**config.mk**
```make
export PLATFORM = sky130hd
export DESIGN_NAME = twcr_div
export DESIGN_NICKNAME = d
export VERILOG_FILES = /design/src/hdl/twcr_div.sv
export SDC_FILE = /design/constraint.sdc
export NUM_CORES = 1
export LEC_CHECK = 0
export BUFFER_PORTS_ARGS = -buffer_cell sky130_fd_sc_hd__buf_2
export CORE_MARGIN = 5
export CORE_UTILIZATION = 40
export DETAILED_ROUTE_END_ITERATION = 8
export GPL_ROUTABILITY_DRIVEN = 0
export GPL_TIMING_DRIVEN = 0
export PLACE_DENSITY = 0.59
export SETUP_SLACK_MARGIN = 0.1
export SLEW_MARGIN = 20
export SYNTH_ARGS = -nofsm -noshare
export SYNTH_HDL_FRONTEND = slang
export SYNTH_SLANG_ARGS = --single-unit
export TNS_END_PERCENT = 1
```
**constraint.sdc**
```tcl
create_clock -name clock -period 6.5 [get_ports clock]
set_input_delay 1.625 -clock clock [delete_from_list [all_inputs] [get_ports clock]]
set_output_delay 1.625 -clock clock [all_outputs]
set_load 0.1 [all_outputs]
```
**src/hdl/twcr_div.sv**
```systemverilog
// ----------------------------------------------------------------------------
// Column renderer divider
// Restoring unsigned divider, one quotient bit per cycle, done pulse at end.
// ----------------------------------------------------------------------------
module twcr_div #(
   parameter int DIVIDEND_W = 23,
   parameter int DIVISOR_W  = 16
) (
   input  logic                  clock,
   input  logic                  reset,
   input  logic                  start,
   input  logic [DIVIDEND_W-1:0] dividend,
   input  logic [DIVISOR_W-1:0]  divisor,
   output logic                  done,
   output logic [DIVIDEND_W-1:0] quotient
);

   localparam int CNT_W = $clog2(DIVIDEND_W + 1);

   logic                  busy_ff, busy_in;
   logic                  done_ff, done_in;
   logic [CNT_W-1:0]      cnt_ff, cnt_in;
   logic [DIVIDEND_W-1:0] quo_ff, quo_in;
   logic [DIVISOR_W-1:0]  rem_ff, rem_in;
   logic [DIVISOR_W-1:0]  dsr_ff, dsr_in;

   logic [DIVISOR_W:0] rem_shift;
   logic [DIVISOR_W:0] diff;
   logic               fits;

   always_comb begin
      rem_shift = {rem_ff, quo_ff[DIVIDEND_W-1]};
      diff      = rem_shift - {1'b0, dsr_ff};
      fits      = rem_shift >= {1'b0, dsr_ff};

      busy_in = busy_ff;
      done_in = 1'b0;
      cnt_in  = cnt_ff;
      quo_in  = quo_ff;
      rem_in  = rem_ff;
      dsr_in  = dsr_ff;
      if (start) begin
         busy_in = 1'b1;
         cnt_in  = CNT_W'(DIVIDEND_W);
         quo_in  = dividend;
         rem_in  = '0;
         dsr_in  = divisor;
      end else if (busy_ff) begin
         rem_in = fits ? diff[DIVISOR_W-1:0] : rem_shift[DIVISOR_W-1:0];
         quo_in = {quo_ff[DIVIDEND_W-2:0], fits};
         cnt_in = cnt_ff - 1'b1;
         if (cnt_ff == CNT_W'(1)) begin
            busy_in = 1'b0;
            done_in = 1'b1;
         end
      end
   end

   always_ff @(posedge clock) begin
      if (reset) begin
         busy_ff <= 1'b0;
         done_ff <= 1'b0;
         cnt_ff  <= '0;
      end else begin
         busy_ff <= busy_in;
         done_ff <= done_in;
         cnt_ff  <= cnt_in;
      end
      quo_ff <= quo_in;
      rem_ff <= rem_in;
      dsr_ff <= dsr_in;
   end

   assign done     = done_ff;
   assign quotient = quo_ff;

endmodule

```
Word level (Yosys, flattened, before mapping)
Cells that the tools add are included.
- flip-flop bits (word level): 62
- bits of input ports: 42
- output and inout bits: 24
- word-level logic and storage cells: 24
- add/sub/neg operators: 2
- $lt $le $gt $ge: 1
- equality and inequality tests: 1
- mux-type cells: 9
- bitwise gates (word level): 1
- reductions and logical operators: 3
- operator list (kind ; number):
    $mux 23 ; 2
    $ge 17x16->1 ; 1
    $mux 16 ; 1
    $sub 16x16->16 ; 1
    $mux 5 ; 2
    $eq 5x1->1 const B ; 1
    $sub 5x1->5 const B ; 1
    $mux 1 ; 4
    $reduce_or 3->1 ; 1
    $reduce_bool 2->1 ; 1
    $reduce_or 2->1 ; 1
    $not 1->1 ; 1

Depth between registers and ports, before layout
- depth after elaboration: 4
- mapped depth: 11
- mapped depth without buffers: 9

Worst setup path after synthesis
No wires, ideal clock.
- kind: reg-to-reg
- from: register quo_ff[22] (netlist: quotient[22])
- to: register rem_ff[8]
- setup time: 0.062 ns
- data arrival time: 2.826 ns
- required time: 6.438 ns
- path slack: 3.611 ns
- cell stages (with the launch flop): 10
- path buffers: 0
- period minus slack after synthesis: 2.889 ns
- cells stage by stage: edfxtp_1 > inv_1 > ha_1 > fa_1 > nor2b_1 > o2111ai_1 > nand3_1 > a21oi_1 > or4b_2 > nand3_1
- word-level cells in the longest chain between the ends: 2
- elaborated cells between the ends (all ways): 3
- classes of those cells: 1 x add/sub; 1 x order compare; 1 x mux
- ends and longest elaborated chain (item ; RTL line ; source):
    start, declared ; 23 ; logic [DIVIDEND_W-1:0] quo_ff, quo_in;
    start signal, assigned ; 69 ; quo_ff <= quo_in;
    $sub 16x16->16 or $ge 17x16->1 (tied branches) ; 33, 34 ;
    $mux 16 (*) ; 49 ; rem_in = fits ? diff[DIVISOR_W-1:0] : rem_shift[DIVISOR_W-1:0];
    end signal, assigned ; 70 ; rem_ff <= rem_in;
    end, declared ; 24 ; logic [DIVISOR_W-1:0] rem_ff, rem_in;
Mark *: on every way between the ends. The rest lies on a longest branch, timed or not.
A chain may end at the register's enable or synchronous reset.

Worst setup path in the final report
- from: input start
- to: register quo_ff[15] (netlist: quotient[15]), enable pin
- word-level cells in the longest chain between the ends: 1
- ends and longest elaborated chain (item ; RTL line ; source):
    start, declared ; 11 ; input logic start,
    $reduce_bool 2->1 (no line) ; - ;
No other way between the ends.

==> summary.md <==
| Metric | Value |
|---|---|
| CTS H-tree depth | `3` |
| TritonRoute pass-1 iters | `4` |
| CTS sink cnt | `62` |
| Area of the multi-input gates | `1693 um^2` |
| Period utilization | `between 50% and 60%` |
| Lkg Pwr | `~1.8 nW` |
| Slew headroom | `40.34%` |
| CTS buffer count | `9` |
| Slew Viols, Final | `0` |
| Main synth FF type | `edfxtp_1` |
| Final net count | `between 400 and 500` |
| Syn Nets | `400` |
| Root Buffer | `clkbuf_8` |
| Number of synthesis warnings | `0` |
| Synth unique cells | `52` |
| DRC | `0` |
| Post-synth top area share | `33.52%` |
| Sequential cell area fraction in the yosys report | `46.70%` |
| Crit-path max cell delay | `580 ps` |
| Utilization after layout | `48.12%` |
| Row Count | `34` |
| Register bit total from synthesis | `62` |
| Core ar. | `approximately 8600 um^2` |
| Synth area leader | `edfxtp_1` |
| Clock Latency Late Sink | `340 ps` |
| Total Power | `1.094 mW` |
| Synth Instances | `about 340` |
| Final HPWL from detailed placement | `between 6 and 7 mm` |
| Crit-path cells | `buf_2 -> nor2_1 -> clkbuf_1 -> inv_1` |
| Diode count | `0` |
| DRT antenna net count | `0` |
| Reg2Reg Setup Slack | `3760 ps` |
| Final min period | `3312 ps` |
| Slew @ Worst Pin | `893.9 ps` |
| Peak supply drop | `0.2180 mV` |
| Post-synthesis async set-or-reset flop share | `0%` |
| Fillers | `831` |
| Die Y | `103.5 um` |
| Type of the worst setup path | `primary input to flop` |
| Commonest cells post-synth | `39 x edfxtp_1, 28 x nor2_1, 24 x inv_1, 23 x dfxtp_1, 23 x nand2_1` |
| Initial Util | `around two fifths` |
| Met3 GRT Util | `4.024%` |
| Port Buf Inserts | `65` |
| Max-cap viol count | `0` |
| Vias in the first global route | `2,771` |
| Top cell family by delay on the critical path | `buffers and inverters` |
| Status | `finished clean` |
| Final Hold Viols | `0` |
| Post-synth EDFFs | `39` |
| Met1 Resource Use GR | `about a fifth` |
| Die area | `10,700 um^2` |
| Maximum clock insertion buffer count | `2` |
| Drt total wl | `8.400 mm` |
| Startpoint class of the critical path | `primary input` |
| Crit path max fanout | `23` |
| Most frequent cell after synthesis | `edfxtp_1` |
| Die W | `103.5 um` |
| Congestion Overflow GR | `0` |
| Vias | `~2,800` |
| Worst Path Buf+Inv | `3` |
| F_max | `roughly 300 MHz` |
| Share of cells above drive strength 1 | `27.38%` |
| Endpoints failing setup | `0` |
| Pwr dens | `263.3 nW/um^2` |
| # Post-CTS Setup Buffers | `0` |
| Synth top area cells | `edfxtp_1 34%, dfxtp_1 13%, mux2_2 7.1%` |
| Critical path capture point type | `flop` |
| Mapped Area | `3493 um^2` |
| Clock-pin slew of the registers on the worst-case setup and hold paths | `roughly 80 ps` |
| Slowest cell on crit path | `inv_1` |
| RSZ-0062 raised after global routing | `no` |
| TritonCTS clock tree | `built` |
| Placed insts | `512` |
| Vias/cell | `5.337` |
| Area taken by flip-flops and latches | `1632 um^2` |
| Post-layout instance count excluding filler cells | `528` |
| PostCTS Resize Cnt | `0` |
| Setup TNS | `0 ps` |
| Crit path required time | `6440 ps` |
| Area Overhead vs Synth | `18.95%` |
| Critical path arrival | `3250 ps` |
| Total GRT Usage | `16.44%` |
| Hold Crit Class | `flop to flop` |
| Per-cell routed wire length | `15.91 um` |
| Met2 Track Usage GR | `28.48%` |
| Busiest layer in global routing | `met2` |
| First-pass GRT wire length | `13.39 mm` |
| Hold bufs inserted after CTS | `0` |
| Initial antenna violation count | `0` |
| Largest net degree at the start of global routing | `24` |
| Clock Skew | `between 10 and 15 ps` |
| DRT iter0 DRCs | `92` |
| I/O Pins | `66` |
| Syn avg cell area | `~10 um^2` |
registers in the layout (all words and copies together) (netlist names):
register / cells
dsr_ff: 16
quotient: 23
done: 1
rem_ff: 16
busy_ff: 1
cnt_ff: 5
path summary, 6_finish.rpt:
| kind | from | end | cells past startpoint |
|---|---|---|---|
| max | start | quotient[15] | 4 |
| min | rem_ff[8] | rem_ff[8] | 2 |
| max reg2reg | dsr_ff[6] | quotient[0] | 9 |
| min reg2reg | rem_ff[8] | rem_ff[8] | 2 |
where the power goes:
| group | switching, mW | internal (mW) |
|---|---|---|
| combinational | 0.199 | 0.0726 |
| sequential | 0.0155 | 0.453 |
| clock | 0.173 | 0.182 |
| total | 0.387 | 0.707 |
cell usage in the layout, fill, tap and decap left out, types with 3 or more instances in the layout:
master    netlist  layout
a211oi_1        5       5
a21o_1          5       5
a21oi_1        18      18
a32oi_1         6       6
and3_1          5       5
buf_2           2      67
clkbuf_1        7       7
clkbuf_8        0       9
dfxtp_1        23      23
edfxtp_1       39      39
ha_1           18      18
inv_1          24      24
inv_6           0       4
mux2_2         22      22
mux2i_1         6       6
nand2_1        23      23
nand3_1        11      11
nand4b_1        3       3
nor2_1         28      28
nor2b_1         3       3
nor3_1          9       9
nor4_1          3       3
o21a_1          6       6
o21ai_0        18      18
o31ai_1         3       3
xnor2_1         7       7
xor2_1          6       6
tightest hold or removal path: cells and delay by family (launching register included):
| family | cells | cell delay (ps) |
|---|---|---|
| flops | 1 | 330 |
| simple gates | 2 | 110 |
metrics by stage:
stage                     hold WS [ps]  cell area (um^2)  setup slack [ps]
after floorplan                  450.5              3493              3611
after global placement           479.1              3954              2841
after detailed placement         481.2              3954              2792
after CTS                        492.9              4155              3165
after global routing             535.2              4155              3049
final                            492.1              4155              3188
layer usage:
metal | vias to the layer above | wire length (um)
met4 | 0 | 155
met2 | 47 | 4152
met3 | 12 | 298
li1 | 1408 | -
met1 | 1351 | 3795
met5 | - | 0
final cells by class:
| type | count | area share, % |
|---|---|---|
| tap | 108 | 3.252 |
| clock inverter | 7 | 1.867 |
| inverter | 24 | 2.168 |
| multi-input combinational | 238 | 40.74 |
| sequential | 62 | 39.27 |
| clock buffer | 9 | 2.981 |
| timing repair buffer | 65 | 7.829 |
| buffer | 15 | 1.897 |
cell families after synthesis:
logic type	Yosys count	synth area share, %
xor+xnor	13	3.259
buf+inv	39	4.835
fa+ha+maj	19	7.020
simple gates	99	14.04
compound gates	79	15.33
flops	62	46.70
mux	28	8.811
(Power assumes the default switching activity.)
